File: config.mk
export PLATFORM = sky130hd
export DESIGN_NAME = rtc_three_wire_master_core
export DESIGN_NICKNAME = d
export VERILOG_FILES = /design/src/rtl/rtc3w_pkg.sv /design/src/rtl/rtc_three_wire_master_core.sv /design/src/rtl/rtc3w_step.sv
export SDC_FILE = /design/constraint.sdc
export NUM_CORES = 1
export LEC_CHECK = 0
export BUFFER_PORTS_ARGS = -buffer_cell sky130_fd_sc_hd__buf_2
export CAP_MARGIN = 25
export CORE_MARGIN = 3
export CORE_UTILIZATION = 60
export DETAILED_ROUTE_END_ITERATION = 8
export GPL_ROUTABILITY_DRIVEN = 0
export HOLD_SLACK_MARGIN = 0.1
export PLACE_DENSITY = 0.87
export SYNTH_ARGS = -nofsm -noshare
export SYNTH_HDL_FRONTEND = slang
export SYNTH_SLANG_ARGS = --single-unit
export TNS_END_PERCENT = 10
File: constraint.sdc
create_clock -name clk -period 13.95 [get_ports clk]
set_input_delay 2.79 -clock clk [delete_from_list [all_inputs] [get_ports clk]]
set_output_delay 2.79 -clock clk [all_outputs]
set_load 0.02 [all_outputs]
File: src/rtl/rtc3w_pkg.sv
// Shared types, codes and helper functions for the three-wire RTC link master.
// No dependencies; used by rtc3w_step and rtc_three_wire_master_core.
`timescale 1ns / 1ps

package rtc3w_pkg;

  // Command codes carried on the input tuser
  localparam logic [1:0] CMD_TICK  = 2'd0;
  localparam logic [1:0] CMD_WRITE = 2'd1;
  localparam logic [1:0] CMD_READ  = 2'd2;

  localparam logic [7:0] ADDR_BASE  = 8'h80;
  localparam logic [2:0] WP_INDEX   = 3'd7;
  localparam logic [4:0] TOTAL_BITS = 5'd16;
  localparam logic [4:0] ADDR_BITS  = 5'd8;

  // Transfer mode, one-hot
  typedef enum logic [2:0] {
    MODE_IDLE  = 3'b001,
    MODE_WRITE = 3'b010,
    MODE_READ  = 3'b100
  } mode_t;

  typedef struct packed {
    mode_t       mode;
    logic [4:0]  bit_count;
    logic        clock_phase;
    logic [15:0] shift_word;   // low byte address, high byte write data
    logic [7:0]  read_byte;
  } state_t;

  typedef struct packed {
    logic [1:0] command;
    logic [2:0] reg_index;
    logic [7:0] value;
    logic       io_in;
  } req_t;

  typedef struct packed {
    logic [7:0] read_value;
    logic       done_res;
    logic       busy_res;
    logic       data_drive;
    logic       data_out;
    logic       serial_clock;
    logic       chip_enable;
  } res_t;

  // Binary to BCD; tens digit by reciprocal multiply, exact for all 8-bit inputs
  function automatic logic [7:0] to_bcd(input logic [7:0] v);
    logic [15:0] prod;
    logic [4:0]  tens;
    logic [7:0]  units;
    prod  = 16'(v) * 16'd205;
    tens  = prod[15:11];
    units = v - 8'(tens * 5'd10);
    return {tens[3:0], units[3:0]};
  endfunction

  // BCD to binary: high nibble times ten plus low nibble
  function automatic logic [7:0] from_bcd(input logic [7:0] b);
    return 8'(b[7:4] * 8'd10) + {4'd0, b[3:0]};
  endfunction

endpackage

File: src/rtl/rtc_three_wire_master_core.sv
// Top level of the three-wire RTC link master: request/result stream stages and state.
// Depends on rtc3w_pkg and rtc3w_step.
`timescale 1ns / 1ps
//
// Usage:
//   Every request on the in_ channel is one half-bit tick of the serial clock.
//   in_tuser carries the command (tick, start write, start read); in_tdata
//   carries the register index, the write value and the sampled data pin.
//   Each request gives exactly one result on the out_ channel with the pin
//   levels for that tick (chip enable, serial clock, data out, data drive),
//   busy and done flags and the BCD-decoded read value.
//   A transfer takes 33 ticks: 16 bits of two ticks each plus the finishing
//   tick that pulses done. Starts while busy are ignored.
//   A request is registered in the input stage, runs through the combinational
//   tick logic between the two registers and lands in the output register.
//   One request per cycle is taken while the receiver keeps taking results.
//   When the receiver stalls, the output register holds its result, the input
//   stage fills, and in_tready drops until the result is taken.
//   Reset returns the link to idle with the read byte cleared and no result held; an idle
//   tick then shows all pins low, the data line released and the read value zero.

module rtc_three_wire_master_core (
  input  logic        clk,
  input  logic        rst_n,
  input  logic        in_tvalid,
  output logic        in_tready,
  input  logic [15:0] in_tdata,   // reg_index[2:0], value[10:3], io_in[11], zero pad
  input  logic [1:0]  in_tuser,   // command[1:0]
  output logic        out_tvalid,
  input  logic        out_tready,
  output logic [15:0] out_tdata   // chip_enable[0], serial_clock[1], data_out[2],
                                  // data_drive[3], busy_res[4], done_res[5],
                                  // read_value[13:6], zero pad
);

  logic              in_v_r;
  rtc3w_pkg::req_t   in_d_r;
  logic              out_v_r;
  rtc3w_pkg::res_t   res_r;
  rtc3w_pkg::state_t st_r;
  rtc3w_pkg::state_t st_nxt;
  rtc3w_pkg::res_t   res_nxt;
  logic              out_free;
  logic              advance;

  assign out_free  = !out_v_r || out_tready;
  assign advance   = in_v_r && out_free;
  assign in_tready = !in_v_r || out_free;

  rtc3w_step u_step (
    .st     (st_r),
    .req    (in_d_r),
    .st_nxt (st_nxt),
    .res    (res_nxt)
  );

  // Input stage: take a request whenever the stage is empty or moving on
  always_ff @(posedge clk) begin
    if (!rst_n) begin
      in_v_r <= 1'b0;
    end else if (in_tready) begin
      in_v_r <= in_tvalid;
    end
  end

  always_ff @(posedge clk) begin
    if (in_tvalid && in_tready) begin
      in_d_r.command   <= in_tuser;
      in_d_r.reg_index <= in_tdata[2:0];
      in_d_r.value     <= in_tdata[10:3];
      in_d_r.io_in     <= in_tdata[11];
    end
  end

  // Transfer state: advance once per request moved to the output
  always_ff @(posedge clk) begin
    if (!rst_n) begin
      st_r.mode        <= rtc3w_pkg::MODE_IDLE;
      st_r.bit_count   <= 5'd0;
      st_r.clock_phase <= 1'b0;
      st_r.shift_word  <= 16'd0;
      st_r.read_byte   <= 8'd0;
    end else if (advance) begin
      st_r <= st_nxt;
    end
  end

  // Output register: hold the result until taken
  always_ff @(posedge clk) begin
    if (!rst_n) begin
      out_v_r <= 1'b0;
    end else if (advance) begin
      out_v_r <= 1'b1;
    end else if (out_tready) begin
      out_v_r <= 1'b0;
    end
  end

  always_ff @(posedge clk) begin
    if (advance) begin
      res_r <= res_nxt;
    end
  end

  assign out_tvalid = out_v_r;
  assign out_tdata  = {2'b00, res_r};

endmodule

File: src/rtl/rtc3w_step.sv
// One-tick transfer logic of the three-wire RTC link master: next state and pin levels.
// Depends on rtc3w_pkg.
`timescale 1ns / 1ps

module rtc3w_step (
  input  rtc3w_pkg::state_t st,
  input  rtc3w_pkg::req_t   req,
  output rtc3w_pkg::state_t st_nxt,
  output rtc3w_pkg::res_t   res
);

  rtc3w_pkg::state_t st_start;
  logic              start;
  logic              reading;
  logic [7:0]        addr;
  logic [7:0]        wdata;

  // Latch a new transfer only while idle
  always_comb begin
    start = (st.mode == rtc3w_pkg::MODE_IDLE) &&
            ((req.command == rtc3w_pkg::CMD_WRITE) || (req.command == rtc3w_pkg::CMD_READ));
    addr  = rtc3w_pkg::ADDR_BASE + {4'd0, req.reg_index, 1'b0};
    wdata = (req.reg_index == rtc3w_pkg::WP_INDEX) ? req.value : rtc3w_pkg::to_bcd(req.value);
    st_start = st;
    if (start) begin
      st_start.bit_count   = 5'd0;
      st_start.clock_phase = 1'b0;
      if (req.command == rtc3w_pkg::CMD_READ) begin
        st_start.mode       = rtc3w_pkg::MODE_READ;
        st_start.read_byte  = 8'd0;
        st_start.shift_word = {8'd0, addr | 8'd1};
      end else begin
        st_start.mode       = rtc3w_pkg::MODE_WRITE;
        st_start.shift_word = {wdata, addr};
      end
    end
  end

  // Advance the running transfer by one half-bit
  always_comb begin
    st_nxt  = st_start;
    res     = '0;
    reading = 1'b0;
    res.read_value = rtc3w_pkg::from_bcd(st_start.read_byte);
    if (st_start.mode != rtc3w_pkg::MODE_IDLE) begin
      if (st_start.bit_count >= rtc3w_pkg::TOTAL_BITS) begin
        res.done_res       = 1'b1;
        st_nxt.mode        = rtc3w_pkg::MODE_IDLE;
        st_nxt.bit_count   = 5'd0;
        st_nxt.clock_phase = 1'b0;
      end else begin
        reading = (st_start.mode == rtc3w_pkg::MODE_READ) &&
                  (st_start.bit_count >= rtc3w_pkg::ADDR_BITS);
        res.chip_enable  = 1'b1;
        res.busy_res     = 1'b1;
        res.serial_clock = st_start.clock_phase;
        if (!reading) begin
          res.data_drive = 1'b1;
          res.data_out   = st_start.shift_word[st_start.bit_count[3:0]];
        end else if (st_start.clock_phase && req.io_in) begin
          // sample on the clock-high tick
          st_nxt.read_byte[st_start.bit_count[2:0]] = 1'b1;
          res.read_value = rtc3w_pkg::from_bcd(st_nxt.read_byte);
        end
        st_nxt.clock_phase = ~st_start.clock_phase;
        if (st_start.clock_phase) begin
          st_nxt.bit_count = st_start.bit_count + 5'd1;
        end
      end
    end
  end

endmodule

==> Yosys cells after proc, flatten, opt, wreduce, memory -nomap -nowiden <==
Cells that the tools add are included.
{ "totals": {"word_cells": 81, "output_inout_bits": 18, "reg_bits": 63, "inputBits": 22} }
{ "op_classes": {"n_mul": 4, "n_bitwise": 3, "muxes": 26, "reduce_logical": 14, "n_lt_le_gt_ge": 5, "eq_ne": 6, "n_addsub": 5} }
{ "op_table": {"columns": ["op", "n"], "rows": [
  ["$mux 8", 9],
  ["$mux 33", 1],
  ["$add 8x4->8", 2],
  ["$mul 8x8->16 const B", 1],
  ["$mux 16", 1],
  ["$mul 4x3->7 const B", 2],
  ["$mux 14", 1],
  ["$mux 5", 2],
  ["$mux 9", 1],
  ["$add 8x4->8 const A", 1],
  ["$or 8x8->8", 1],
  ["$eq 3x3->1 const B", 2],
  ["$logic_and 1x1->1", 6],
  ["$mux 3", 2],
  ["$mux 6", 1],
  ["$add 5x1->5 const B", 1],
  ["$ge 5x4->1 const B", 1],
  ["$ge 5x5->1 const B", 1],
  ["$lt 4x5->1 const B", 1],
  ["$mul 5x3->3 const B", 1],
  ["$mux 1", 5],
  ["$bmux 1 s4", 1],
  ["$lt 3x4->1 const B", 1],
  ["$sub 4x4->4", 1],
  ["13 further kinds", 17]
]} }

==> Longest topological paths before layout <==
Gate-level depths: netlist of run 1.
{ "depth": {"word_depth": 17, "depth_mapped": 19, "mapped_depth_nobuf": 19} }

==> By module <==
Synthesis of run 1 repeated with hierarchy kept, for this count alone.
{ "hier_totals": {"hier_cells": 548, "area_unflattened_um2": 5014.8} }
{ "modules_own_cells": {"columns": ["module", "instances", "cells_per_inst", "area_per_inst_um2", "seq_area_each_um2"], "rows": [
  ["rtc3w_step", 1, 365, 2731.4, 0.0],
  ["rtc_three_wire_master_core", 1, 183, 2283.4, 1541.5]
]} }

==> Least setup slack after synthesis of run 1 <==
Ideal clock, no wire load.
{ "synth_path": {"path_kind": "input -> output", "from": "input port out_tready", "to": "output port in_tready", "t_arrival_ns": 3.299, "n_path_buf": 0, "slack_ns": 7.861, "stages": 2, "path_cell_list": "nor2b_1 nand2_1"} }
{ "synth_via": {"elab_chain_cells": 2} }
{ "synth_rtl": {"columns": ["element", "line_no", "source"], "rows": [
  ["from (decl)", "rtc_three_wire_master_core.sv:30", "input logic out_tready,"],
  ["$logic_or 1x1->1", "rtc_three_wire_master_core.sv:46", "assign out_free = !out_v_r || out_tready;"],
  ["$logic_or 1x1->1", "rtc_three_wire_master_core.sv:48", "assign in_tready = !in_v_r || out_free;"],
  ["to (decl)", "rtc_three_wire_master_core.sv:26", "output logic in_tready,"]
]} }
Every way passes these cells.

==> Worst setup path in the final report of run 1 <==
Same ends and word-level chain as after synthesis.

==> flow_results.xml, run 1 <==
<?xml version="1.0" encoding="UTF-8"?>
<metrics>
  <group name="outcome">
    <metric name="status" unit="">completed</metric>
  </group>
  <group name="layout">
    <metric name="layout-drive-gt1-share" unit="%">13.8</metric>
    <metric name="design_area" unit="sq um">4820</metric>
    <metric name="nNetsFinal" unit="">568</metric>
    <metric name="area_growth" unit="%">10.0</metric>
    <metric name="insertedDiodeCount" unit="">0</metric>
    <metric name="final_util" unit="%">69.4</metric>
  </group>
  <group name="drt">
    <metric name="detail_route.iter0.violations" unit="">229</metric>
    <metric name="detail-route-antenna-nets" unit="">0</metric>
    <metric name="drc_errors" unit="">0</metric>
    <metric name="num_vias" unit="">3402</metric>
    <metric name="viasPerCell" unit="">5.93</metric>
    <metric name="firstDrtPassIters" unit="">7</metric>
    <metric name="wire_per_inst" unit="um">16.0</metric>
    <metric name="routed_wirelength" unit="mm">9.18</metric>
  </group>
  <group name="critical_path">
    <metric name="critical_path.slowest_cell" unit="">sky130_fd_sc_hd__nor2b_1</metric>
    <metric name="timing_worst_setup_path_type" unit="">primary input to output port</metric>
    <metric name="reg2reg_slack" unit="ns">8.10</metric>
    <metric name="critical_path_buf_inv_count" unit="">2</metric>
    <metric name="crit_start" unit="">out_tready</metric>
    <metric name="critPathCaptureType" unit="">output port</metric>
    <metric name="timing.rr.start" unit="">in_d_r[2]</metric>
    <metric name="crit_path_frequent_cell" unit="">sky130_fd_sc_hd__buf_2</metric>
    <metric name="crit_path_start_kind" unit="">primary input</metric>
    <metric name="worst_path_arrival_time" unit="ns">3.52</metric>
    <metric name="worstPathRequired" unit="ns">11.16</metric>
    <metric name="cp_delay_by_family_top" unit="">simple AND/OR/NAND/NOR gates</metric>
    <metric name="cpPeakStageDelay" unit="ns">0.35</metric>
    <metric name="critical_path.cell_chain" unit="">buf_2, nor2b_1, nand2_1, buf_2</metric>
    <metric name="cp_max_fo" unit="">5</metric>
  </group>
  <group name="global_routing">
    <metric name="antenna_found_initial" unit="">0</metric>
    <metric name="grt_pass1_wl" unit="mm">15.7</metric>
    <metric name="grt.overflow.total" unit="">0</metric>
    <metric name="grt_pass1_vias" unit="">3434</metric>
    <metric name="grt_use_total" unit="%">23.5</metric>
    <metric name="grt_max_degree" unit="">27</metric>
  </group>
  <group name="worst_hold_path">
    <metric name="holdCritStartpoint" unit="">st_r[15]</metric>
    <metric name="min_path_type" unit="">register to register</metric>
  </group>
  <group name="yosys">
    <metric name="synth_area" unit="sq um">4380</metric>
    <metric name="distinct_cells_synth" unit="">57</metric>
    <metric name="synthesis.instances" unit="">445</metric>
    <metric name="syn-mean-instance-area" unit="sq um">9.84</metric>
    <metric name="synthFlopType" unit="">sky130_fd_sc_hd__dfxtp_1</metric>
    <metric name="synth_warn" unit="">0</metric>
    <metric name="synth_seq_cells" unit="">62</metric>
    <metric name="synth-edff-count" unit="">27</metric>
    <metric name="async_flop_share" unit="%">0</metric>
    <metric name="fraction_of_the_yosys_area_taken_by_sequential_cells" unit="%">34.5</metric>
  </group>
  <group name="timing">
    <metric name="slew_headroom" unit="%">49.2</metric>
    <metric name="final.setup.tns" unit="ns">0</metric>
    <metric name="final_max_slew_viol_count" unit="">0</metric>
    <metric name="finalHoldViolCount" unit="">0</metric>
    <metric name="finalWorstPathRequiredPeriod" unit="ns">6.31</metric>
    <metric name="finalCritPeriodShare" unit="%">45.2</metric>
    <metric name="max_freq" unit="MHz">158</metric>
    <metric name="worst-slew-pin-transition" unit="ns">0.758</metric>
    <metric name="grt_setup_unrepaired" unit="">false</metric>
    <metric name="setup_viol" unit="">0</metric>
    <metric name="worst_setup_skew_after_layout" unit="ns">0.00662</metric>
  </group>
  <group name="clock_network">
    <metric name="clock_tree.root_cell" unit="">sky130_fd_sc_hd__clkbuf_8</metric>
    <metric name="tritoncts.num_buffers" unit="">9</metric>
    <metric name="clk_pin_slew_worst_paths" unit="ns">0.08</metric>
    <metric name="max-clock-path-buffers" unit="">2</metric>
    <metric name="clock_insertion_delay_worst_skew" unit="ns">0.34</metric>
    <metric name="cts_htree_levels" unit="">3</metric>
    <metric name="cts-resized-gates" unit="">0</metric>
    <metric name="post_cts.repair.setup_buffers" unit="">0</metric>
    <metric name="cts.sink_count" unit="">62</metric>
    <metric name="holdBufCountCts" unit="">0</metric>
    <metric name="cts_tree" unit="">done</metric>
  </group>
  <group name="floorplan">
    <metric name="start_util" unit="%">63.1</metric>
    <metric name="die_w" unit="um">91.4</metric>
    <metric name="ios" unit="">40</metric>
    <metric name="chipHeight" unit="um">91.4</metric>
    <metric name="fp.dieArea" unit="sq um">8360</metric>
    <metric name="number_of_core_rows" unit="">30</metric>
    <metric name="placeableCoreArea" unit="sq um">6940</metric>
  </group>
  <group name="place">
    <metric name="detailed_place.area" unit="sq um">4590</metric>
    <metric name="number_of_input_and_output_port_buffers_inserted" unit="">33</metric>
    <metric name="post-dp-hpwl" unit="mm">6.86</metric>
  </group>
  <group name="flow_run">
    <metric name="drv_cap" unit="">0</metric>
  </group>
  <group name="pwr">
    <metric name="vdd_ir_max" unit="uV">77.0</metric>
    <metric name="combinationalPowerShare" unit="%">33.4</metric>
    <metric name="clock_power_share" unit="%">31.0</metric>
    <metric name="cellInternalPower" unit="mW">0.389</metric>
    <metric name="post-layout-total-power" unit="mW">0.578</metric>
    <metric name="power.share.switching" unit="%">32.6</metric>
    <metric name="power.density" unit="nW/um^2">120</metric>
    <metric name="power.sequential.fraction" unit="%">35.6</metric>
    <metric name="net_switching" unit="mW">0.189</metric>
    <metric name="total_leakage_power" unit="nW">2.15</metric>
  </group>
</metrics>
==> registers in the layout (all words and copies together), names as in the netlist <==
register,count
st_r,33
in_d_r,14
out_tdata,13
in_v_r,1
out_tvalid,1
==> worst paths after layout <==
check                            endpoint  cells past startpoint
worst min-delay path             st_r[15]                      1
worst max-delay path            in_tready                      4
worst min register to register   st_r[15]                      1
worst max register to register   st_r[19]                     19
==> placed cells by master, fill, tap and decap left out, drive strengths merged, types with 3 or more instances in the layout <==
master | netlist | routed
nand3 | 12 | 12
nand4 | 3 | 3
nand2b | 3 | 3
nor4 | 3 | 3
a211oi | 4 | 4
nor2b | 4 | 4
xnor2 | 11 | 11
dfxtp | 35 | 35
nor3 | 4 | 4
nor3b | 4 | 4
clkinv | 2 | 3
and3 | 5 | 5
fa | 15 | 15
edfxtp | 27 | 27
clkbuf | 11 | 9
o21a | 4 | 4
a21oi | 31 | 31
xor2 | 7 | 7
mux4 | 5 | 5
o21ai | 21 | 21
and2 | 9 | 9
nand2 | 33 | 33
a2111oi | 3 | 3
ha | 58 | 58
buf | 7 | 34
nor2 | 36 | 36
inv | 38 | 42
or2 | 4 | 4
a21o | 6 | 6
a22oi | 9 | 9
==> through the flow <==
step / instances / setup slack [ns] / hold slack (ns)
3_5_place_dp: 558 / 7.63 / 0.453
3_3_place_gp: 558 / 7.66 / 0.442
5_1_grt: 574 / 7.55 / 0.494
2_1_floorplan: 446 / 7.86 / 0.433
6_report: 574 / 7.64 / 0.475
4_1_cts: 574 / 7.63 / 0.478
==> area by class of cell <==
type,instances,area (sq um)
clock inverters,7,103
inverters,40,150
well taps,96,120
clock buffers,9,124
flip-flops and latches,62,1510
fillers,480,2130
repair buffers,34,173
multi-input cells,326,2640
==> synthesized netlist by cell type, types with 5 or more instances <==
cell | instances | share of area [%]
sky130_fd_sc_hd__ha_1 | 58 | 17
sky130_fd_sc_hd__inv_1 | 38 | 3.3
sky130_fd_sc_hd__nor2_1 | 36 | 3.1
sky130_fd_sc_hd__dfxtp_1 | 35 | 16
sky130_fd_sc_hd__nand2_1 | 33 | 2.8
sky130_fd_sc_hd__a21oi_1 | 31 | 3.5
sky130_fd_sc_hd__edfxtp_1 | 27 | 19
sky130_fd_sc_hd__o21ai_0 | 21 | 2.4
sky130_fd_sc_hd__fa_1 | 15 | 6.9
sky130_fd_sc_hd__nand3_1 | 12 | 1.4
sky130_fd_sc_hd__clkbuf_1 | 11 | 0.94
sky130_fd_sc_hd__xnor2_1 | 11 | 2.2
sky130_fd_sc_hd__a22oi_1 | 9 | 1.5
sky130_fd_sc_hd__and2_1 | 9 | 1.3
sky130_fd_sc_hd__xor2_1 | 7 | 1.4
sky130_fd_sc_hd__a21o_1 | 6 | 1.0
sky130_fd_sc_hd__and3_1 | 5 | 0.71
sky130_fd_sc_hd__mux4_2 | 5 | 2.6
==> worst reg2reg max path: cells and delay by family, from the launching register on <==
family,cells,cell delay [ns]
DFF,1,0.49
adders and majority gates,7,2.63
buffers and inverters,3,0.14
AOI/OAI and AO/OA,4,1.32
xor gates and xnor gates,3,0.78
and+or+nand+nor,2,0.35
==> logic make-up after synthesis <==
group	after synthesis	share of synthesized area, %
mux	9	3.54
buf+inv	58	5.51
fa+ha+maj	73	23.4
simple gates	130	15.1
flops	62	34.5
xor+xnor	20	4.66
compound gates	92	13.2
other cells	1	0.0856
==> power groups by stage <==
stage	logic, mW	clock network [mW]	registers [mW]
4_1_cts	0.192	0.183	0.205
6_report	0.193	0.179	0.206
2_1_floorplan	0.147	0	0.209
3_5_place_dp	0.189	0	0.209
3_3_place_gp	0.179	0	0.208
5_1_grt	0.219	0.190	0.206
==> per-layer routing <==
| metal | part of all wire, % | GRT usage, % | vias to the layer above |
|---|---|---|---|
| li1 | - | - | 1639 |
| met5 | 0 | 0 | - |
| met1 | 43 | 29.1 | 1593 |
| met3 | 6.2 | 5.47 | 28 |
| met2 | 49 | 39.1 | 142 |
| met4 | 2.5 | 9.67 | 0 |
(Power assumes the default switching activity.)
==> inputs of run 2 (changes only) <==
- CORE_UTILIZATION: 60 -> 55
- PLACE_DENSITY: 0.87 -> 0.85
- clock period: 13.95 -> 5.35 ns (I/O delays scaled with it)
==> flow_results.xml, run 2 (same netlist as run 1, synthesis figures left out) <==
<?xml version="1.0" encoding="UTF-8"?>
<metrics>
  <group name="clock_network">
    <metric name="clk_pin_slew_worst_paths" unit="ns">0.07</metric>
    <metric name="cts_tree" unit="">done</metric>
    <metric name="tritoncts.num_buffers" unit="">9</metric>
    <metric name="cts_htree_levels" unit="">3</metric>
    <metric name="cts.sink_count" unit="">62</metric>
    <metric name="clock_insertion_delay_worst_skew" unit="ns">0.34</metric>
    <metric name="max-clock-path-buffers" unit="">2</metric>
    <metric name="clock_tree.root_cell" unit="">sky130_fd_sc_hd__clkbuf_8</metric>
    <metric name="holdBufCountCts" unit="">0</metric>
  </group>
  <group name="drt">
    <metric name="firstDrtPassIters" unit="">5</metric>
    <metric name="routed_wirelength" unit="mm">9.20</metric>
    <metric name="drc_errors" unit="">0</metric>
    <metric name="detail-route-antenna-nets" unit="">0</metric>
    <metric name="viasPerCell" unit="">5.78</metric>
    <metric name="wire_per_inst" unit="um">15.5</metric>
    <metric name="num_vias" unit="">3423</metric>
    <metric name="detail_route.iter0.violations" unit="">246</metric>
  </group>
  <group name="global_routing">
    <metric name="grt.overflow.total" unit="">0</metric>
    <metric name="antenna_found_initial" unit="">0</metric>
    <metric name="grt_pass1_vias" unit="">3336</metric>
    <metric name="grt_pass1_wl" unit="mm">15.1</metric>
    <metric name="grt_use_total" unit="%">21.5</metric>
    <metric name="grt_max_degree" unit="">27</metric>
  </group>
  <group name="layout">
    <metric name="layout-drive-gt1-share" unit="%">17.0</metric>
    <metric name="regMostFlops" unit="">st_r</metric>
    <metric name="layoutNonFillerInstCount" unit="">592</metric>
    <metric name="mostFrequentLayoutCell" unit="">sky130_fd_sc_hd__ha_1</metric>
    <metric name="design_area" unit="sq um">4920</metric>
    <metric name="largest_reg_flops" unit="">33</metric>
    <metric name="insertedDiodeCount" unit="">0</metric>
    <metric name="final_cell_mix" unit="">sky130_fd_sc_hd__ha_1 (55), sky130_fd_sc_hd__inv_1 (38), sky130_fd_sc_hd__nor2_1 (36)</metric>
    <metric name="area_growth" unit="%">12.5</metric>
    <metric name="nNetsFinal" unit="">583</metric>
    <metric name="fillCellCount" unit="">549</metric>
  </group>
  <group name="timing">
    <metric name="postLayoutSetupSlackWorst" unit="ns">0.203</metric>
    <metric name="worst_setup_skew_after_layout" unit="ns">0.00843</metric>
    <metric name="finalHoldViolCount" unit="">0</metric>
    <metric name="worst-slew-pin-transition" unit="ns">0.739</metric>
    <metric name="max_freq" unit="MHz">194</metric>
    <metric name="final_max_slew_viol_count" unit="">0</metric>
    <metric name="slew_headroom" unit="%">50.4</metric>
    <metric name="setup_viol" unit="">0</metric>
    <metric name="finalCritPeriodShare" unit="%">96.2</metric>
    <metric name="finalWorstPathRequiredPeriod" unit="ns">5.15</metric>
  </group>
  <group name="floorplan">
    <metric name="placeableCoreArea" unit="sq um">7490</metric>
    <metric name="fp.dieArea" unit="sq um">9070</metric>
    <metric name="start_util" unit="%">58.5</metric>
    <metric name="ios" unit="">40</metric>
    <metric name="die_w" unit="um">95.2</metric>
    <metric name="number_of_core_rows" unit="">31</metric>
    <metric name="chipHeight" unit="um">95.2</metric>
  </group>
  <group name="critical_path">
    <metric name="worstPathRequired" unit="ns">5.56</metric>
    <metric name="critical_path.slowest_cell" unit="">sky130_fd_sc_hd__fa_1</metric>
    <metric name="critical_path.cell_chain" unit="">ha_4, xor2_1, ha_1, fa_1, inv_1, fa_1, inv_1, ha_1, a211o_1, a21oi_1, a21boi_1, buf_4, xnor2_1, ha_2, inv_1, fa_2, buf_4, xnor3_1, a211oi_2, a2111oi_2, nand3_1</metric>
    <metric name="crit_path_frequent_cell" unit="">sky130_fd_sc_hd__inv_1</metric>
    <metric name="timing_worst_setup_path_type" unit="">register to register</metric>
    <metric name="critical_path_buf_inv_count" unit="">5</metric>
    <metric name="cp_delay_by_family_top" unit="">adder cells</metric>
    <metric name="worst_path_arrival_time" unit="ns">5.36</metric>
    <metric name="cp_max_fo" unit="">4</metric>
    <metric name="crit_path_start_kind" unit="">register</metric>
    <metric name="critPathCaptureType" unit="">register</metric>
    <metric name="cpPeakStageDelay" unit="ns">0.54</metric>
  </group>
  <group name="outcome">
    <metric name="status" unit="">completed</metric>
  </group>
  <group name="pwr">
    <metric name="total_leakage_power" unit="nW">2.21</metric>
    <metric name="vdd_ir_max" unit="uV">213</metric>
    <metric name="power.density" unit="nW/um^2">303</metric>
    <metric name="post-layout-total-power" unit="mW">1.49</metric>
  </group>
  <group name="place">
    <metric name="detailed_place.area" unit="sq um">4700</metric>
    <metric name="post-dp-hpwl" unit="mm">7.11</metric>
    <metric name="place.detailed.instances" unit="">575</metric>
    <metric name="number_of_input_and_output_port_buffers_inserted" unit="">33</metric>
    <metric name="post-place-ws" unit="ns">-0.0845</metric>
  </group>
  <group name="worst_hold_path">
    <metric name="min_path_type" unit="">register to register</metric>
  </group>
  <group name="flow_run">
    <metric name="drv_cap" unit="">0</metric>
  </group>
</metrics>
[run 2: metrics by stage]
| step | utilization (%) | hold WS, ns | TNS, ns |
|---|---|---|---|
| after floorplan | - | 0.433 | 0 |
| after global placement | 62.7 | 0.439 | -0.0460 |
| after detailed placement | 62.8 | 0.447 | -0.0845 |
| after CTS | 65.6 | 0.456 | 0 |
| after global routing | 65.8 | 0.491 | -0.00122 |
| final | 65.8 | 0.457 | 0 |
[run 2: path summary, 6_finish.rpt]
path	slack, ns	endpoint	cells after the start	start
setup / recovery	0.20	st_r[19]	21	in_d_r[2]
hold / removal	0.46	st_r[8]	2	st_r[8]
setup reg to reg	0.20	st_r[19]	21	in_d_r[2]
hold reg to reg	0.46	st_r[8]	2	st_r[8]
[run 2: layout make-up]
class / instances / area (sq um) / share of cell area, %
Clock buffer: 12 / 145 / 2.95
Clock inverter: 4 / 46.3 / 0.940
Inverter: 40 / 150 / 3.05
Multi-Input combinational cell: 326 / 2660 / 54.1
Sequential cell: 62 / 1510 / 30.7
Tap cell: 99 / 124 / 2.52
Timing Repair Buffer: 49 / 285 / 5.79
[run 2: timing repair]
action	in CTS	in global routing
gates resized for setup	3	4
buffers inserted	1	0
setup endpoints to repair	1	1
pin swaps	1	5
[run 2: routing by layer]
metal	global-route usage [%]	vias up	routed length [um]
met3	5.52	23	632
met4	8.53	0	210
met1	27.1	1596	3970
met2	35.4	138	4390
met5	0	-	0
li1	-	1666	-
[run 2: tightest hold or removal path, stage by stage (launching register included)]
cell and delay, ns:
sky130_fd_sc_hd__dfxtp_1 0.31, sky130_fd_sc_hd__nand2_1 0.05, sky130_fd_sc_hd__a21oi_1 0.05
[run 2: power by group]
group | internal [mW] | leakage (nW) | switching, mW
combinational | 0.271 | 1.57 | 0.289
clock | 0.227 | 0.101 | 0.174
sequential | 0.518 | 0.537 | 0.0142
total | 1.02 | 2.21 | 0.477
==> inputs of run 3 (changes only) <==
- ABC_AREA: default -> 1
- PLACE_DENSITY: 0.85 -> 0.84
==> flow_results.xml, run 3 <==
<?xml version="1.0" encoding="UTF-8"?>
<metrics>
  <group name="outcome">
    <metric name="status" unit="">completed</metric>
  </group>
  <group name="floorplan">
    <metric name="chipHeight" unit="um">97.0</metric>
    <metric name="die_w" unit="um">97.0</metric>
    <metric name="fp.dieArea" unit="sq um">9410</metric>
    <metric name="number_of_core_rows" unit="">32</metric>
    <metric name="placeableCoreArea" unit="sq um">7890</metric>
    <metric name="ios" unit="">40</metric>
    <metric name="start_util" unit="%">57.7</metric>
  </group>
  <group name="yosys">
    <metric name="synth_warn" unit="">0</metric>
    <metric name="fraction_of_the_yosys_area_taken_by_sequential_cells" unit="%">33.2</metric>
    <metric name="synth-edff-count" unit="">27</metric>
    <metric name="synth_seq_cells" unit="">62</metric>
    <metric name="synth_top_area_share" unit="%">17.8</metric>
    <metric name="most_used_standard_cell_by_instance_count_after_synthesis" unit="">sky130_fd_sc_hd__nand2_1</metric>
    <metric name="simple_logic_cell_fraction_of_the_synthesized_area" unit="%">18.9</metric>
    <metric name="syn-mean-instance-area" unit="sq um">8.32</metric>
    <metric name="async_flop_share" unit="%">0</metric>
    <metric name="synth_area" unit="sq um">4550</metric>
    <metric name="synthesized_area_fraction_occupied_by_ao_oa_aoi_and_oai_cells" unit="%">13.2</metric>
    <metric name="muxShareOfSynthArea" unit="%">0</metric>
    <metric name="synthesis.instances" unit="">547</metric>
    <metric name="main_combinational_cell_family_by_area_after_synthesis" unit="">adder cells</metric>
    <metric name="adder_cell_share_of_the_synthesized_area" unit="%">22.5</metric>
    <metric name="synthDominantAreaCellType" unit="">sky130_fd_sc_hd__edfxtp_1</metric>
    <metric name="distinct_cells_synth" unit="">44</metric>
    <metric name="netlist_top_cells_count" unit="">sky130_fd_sc_hd__nand2_1 (99), sky130_fd_sc_hd__inv_1 (81), sky130_fd_sc_hd__ha_1 (58)</metric>
    <metric name="synthFlopType" unit="">sky130_fd_sc_hd__dfxtp_1</metric>
    <metric name="yosys.area_share.xor_xnor" unit="%">3.08</metric>
    <metric name="ys_top_cells_by_area" unit="">sky130_fd_sc_hd__edfxtp_1 (18%), sky130_fd_sc_hd__ha_1 (16%), sky130_fd_sc_hd__dfxtp_1 (15%), sky130_fd_sc_hd__nand2_1 (8.2%), sky130_fd_sc_hd__inv_1 (6.7%)</metric>
  </group>
  <group name="timing">
    <metric name="worst_setup_skew_after_layout" unit="ns">0.0118</metric>
    <metric name="final.setup.tns" unit="ns">0</metric>
    <metric name="finalWorstPathRequiredPeriod" unit="ns">5.27</metric>
    <metric name="finalCritPeriodShare" unit="%">98.5</metric>
    <metric name="finalHoldViolCount" unit="">0</metric>
    <metric name="setup_viol" unit="">0</metric>
    <metric name="timing.hold.ws" unit="ns">0.441</metric>
    <metric name="final_max_slew_viol_count" unit="">0</metric>
    <metric name="slew_headroom" unit="%">51.3</metric>
    <metric name="worst-slew-pin-transition" unit="ns">0.729</metric>
    <metric name="max_freq" unit="MHz">190</metric>
  </group>
  <group name="worst_hold_path">
    <metric name="timing.hold.worst_path_depth" unit="">2</metric>
    <metric name="min_path_type" unit="">register to register</metric>
  </group>
  <group name="layout">
    <metric name="layout-drive-gt1-share" unit="%">15.8</metric>
    <metric name="regMostFlops" unit="">st_r</metric>
    <metric name="final_cell_mix" unit="">sky130_fd_sc_hd__nand2_1 (97), sky130_fd_sc_hd__inv_1 (80), sky130_fd_sc_hd__ha_1 (54)</metric>
    <metric name="design_area" unit="sq um">5100</metric>
    <metric name="area_growth" unit="%">12.1</metric>
    <metric name="final_util" unit="%">64.7</metric>
    <metric name="insertedDiodeCount" unit="">0</metric>
    <metric name="nNetsFinal" unit="">680</metric>
    <metric name="largest_reg_flops" unit="">33</metric>
    <metric name="mostFrequentLayoutCell" unit="">sky130_fd_sc_hd__nand2_1</metric>
  </group>
  <group name="global_routing">
    <metric name="grt_pass1_vias" unit="">3881</metric>
    <metric name="antenna_found_initial" unit="">0</metric>
    <metric name="grt.overflow.total" unit="">0</metric>
    <metric name="grt_max_degree" unit="">33</metric>
    <metric name="grt_use_total" unit="%">22.2</metric>
    <metric name="grt_pass1_wl" unit="mm">17.2</metric>
  </group>
  <group name="critical_path">
    <metric name="reg2reg_slack" unit="ns">0.08</metric>
    <metric name="critical_path.slowest_cell" unit="">sky130_fd_sc_hd__fa_1</metric>
    <metric name="critPathCaptureType" unit="">register</metric>
    <metric name="cp_max_fo" unit="">5</metric>
    <metric name="crit_path_start_kind" unit="">register</metric>
    <metric name="rr_endpoint" unit="">out_tdata[2]</metric>
    <metric name="critical_path.cell_chain" unit="">buf_4, ha_1, ha_1, inv_1, fa_1, fa_1, inv_1, ha_1, a21oi_2, o21ai_0, a21oi_1, o21ai_1, xor2_1, buf_4, fa_1, or2_2, nand3_1, nand2_1, o211ai_1, nand3_1, nand2_1, inv_1, nand2_1, a21oi_1</metric>
    <metric name="critical_path_buf_inv_count" unit="">5</metric>
    <metric name="cp_delay_by_family_top" unit="">adder cells</metric>
    <metric name="setup.worst_path.end" unit="">out_tdata[2]</metric>
    <metric name="crit_cells" unit="">24</metric>
    <metric name="worstPathRequired" unit="ns">5.45</metric>
    <metric name="timing.rr.start" unit="">in_d_r[2]</metric>
    <metric name="worst_path_arrival_time" unit="ns">5.37</metric>
    <metric name="crit_start" unit="">in_d_r[2]</metric>
    <metric name="timing_worst_setup_path_type" unit="">register to register</metric>
    <metric name="rr_worst_depth" unit="">24</metric>
    <metric name="cpPeakStageDelay" unit="ns">0.55</metric>
  </group>
  <group name="clock_network">
    <metric name="tritoncts.num_buffers" unit="">9</metric>
    <metric name="cts.sink_count" unit="">62</metric>
    <metric name="clock_insertion_delay_worst_skew" unit="ns">0.35</metric>
    <metric name="cts_htree_levels" unit="">3</metric>
    <metric name="clock_tree.root_cell" unit="">sky130_fd_sc_hd__clkbuf_8</metric>
    <metric name="max-clock-path-buffers" unit="">2</metric>
    <metric name="cts_tree" unit="">done</metric>
    <metric name="holdBufCountCts" unit="">0</metric>
    <metric name="clk_pin_slew_worst_paths" unit="ns">0.07</metric>
  </group>
  <group name="place">
    <metric name="detailed_place.area" unit="sq um">4770</metric>
    <metric name="number_of_input_and_output_port_buffers_inserted" unit="">33</metric>
    <metric name="post-dp-hpwl" unit="mm">7.59</metric>
  </group>
  <group name="flow_run">
    <metric name="drv_cap" unit="">0</metric>
  </group>
  <group name="drt">
    <metric name="detail_route.iter0.violations" unit="">265</metric>
    <metric name="routed_wirelength" unit="mm">10.2</metric>
    <metric name="detail-route-antenna-nets" unit="">0</metric>
    <metric name="drc_errors" unit="">0</metric>
    <metric name="wire_per_inst" unit="um">14.8</metric>
    <metric name="viasPerCell" unit="">5.58</metric>
    <metric name="num_vias" unit="">3863</metric>
    <metric name="firstDrtPassIters" unit="">5</metric>
  </group>
  <group name="pwr">
    <metric name="power.density" unit="nW/um^2">309</metric>
    <metric name="post-layout-total-power" unit="mW">1.58</metric>
    <metric name="total_leakage_power" unit="nW">2.44</metric>
    <metric name="vdd_ir_max" unit="uV">217</metric>
  </group>
</metrics>
## run 3: changes by cell type in the layout (fill, tap and decap cells not counted), sizes merged, moves of 9 or more
cell,previous run,this run
o21ai,21,36
and2,9,0
a21oi,31,44
nand2,33,102
inv,39,85
nor2,36,46
a22oi,9,0
## run 3: worst min path at each step
stage | startpoint | endpoint | slack (ns)
CTS | st_r[12] | st_r[12] | 0.45
floorplan | st_r[13] | st_r[13] | 0.42
finish | st_r[12] | st_r[12] | 0.44
global route | st_r[12] | st_r[12] | 0.47
detailed placement | st_r[12] | st_r[12] | 0.44
global placement | st_r[13] | st_r[13] | 0.43
## run 3: repair_timing
| action | 4_1_cts | 5_1_grt |
|---|---|---|
| setup buffers | 0 | 6 |
| gates resized for setup | 0 | 11 |
| setup endpoints to repair | 0 | 1 |
## run 3: per-layer routing
layer	routed length (um)	track usage, %	up-vias
li1	-	-	1879
met1	4290	28.1	1830
met2	5040	36.1	120
met3	625	5.48	34
met4	269	9.29	0
met5	0	0	-
## run 3: through the flow
step                      std cells  setup WS (ns)
after floorplan                 548          0.620
after global placement          669          0.293
after detailed placement        669          0.151
after CTS                       685         0.0720
after global routing            692         -0.108
final                           692         0.0812
## run 3: logic make-up (layout without fill, tap and decap cells)
kind of cell | after synthesis | count (layout)
xor gates and xnor gates | 16 | 16
DFF | 62 | 62
buffers and inverters | 101 | 143
adders and majority gates | 73 | 73
other | 1 | 2
AOI/OAI and AO/OA | 105 | 105
and+or+nand+nor | 189 | 189
## run 3: layout make-up
| type | count | area [sq um] |
|---|---|---|
| fill | 611 | 2790 |
| inverter | 86 | 325 |
| clock buffer | 11 | 141 |
| clock inverter | 5 | 57.6 |
| sequential | 62 | 1510 |
| timing repair buffer | 41 | 245 |
| multi-input combinational | 385 | 2690 |
| tap | 102 | 128 |
## run 3: where the power goes
part | switching (mW) | internal (mW) | leakage, nW
clock | 0.199 | 0.229 | 0.104
sequential | 0.0144 | 0.518 | 0.540
combinational | 0.380 | 0.239 | 1.80
total | 0.593 | 0.985 | 2.44
## run 3: worst register-to-register path: stages (launching register included)
cell and delay, ns:
sky130_fd_sc_hd__edfxtp_1 0.50, sky130_fd_sc_hd__buf_4 0.18, sky130_fd_sc_hd__ha_1 0.31, sky130_fd_sc_hd__ha_1 0.29, sky130_fd_sc_hd__inv_1 0.05, sky130_fd_sc_hd__fa_1 0.46, sky130_fd_sc_hd__fa_1 0.55, sky130_fd_sc_hd__inv_1 0.05
sky130_fd_sc_hd__ha_1 0.31, sky130_fd_sc_hd__a21oi_2 0.14, sky130_fd_sc_hd__o21ai_0 0.12, sky130_fd_sc_hd__a21oi_1 0.25, sky130_fd_sc_hd__o21ai_1 0.11, sky130_fd_sc_hd__xor2_1 0.17, sky130_fd_sc_hd__buf_4 0.15, sky130_fd_sc_hd__fa_1 0.43
sky130_fd_sc_hd__or2_2 0.32, sky130_fd_sc_hd__nand3_1 0.08, sky130_fd_sc_hd__nand2_1 0.08, sky130_fd_sc_hd__o211ai_1 0.10, sky130_fd_sc_hd__nand3_1 0.09, sky130_fd_sc_hd__nand2_1 0.06, sky130_fd_sc_hd__inv_1 0.04, sky130_fd_sc_hd__nand2_1 0.08
sky130_fd_sc_hd__a21oi_1 0.07
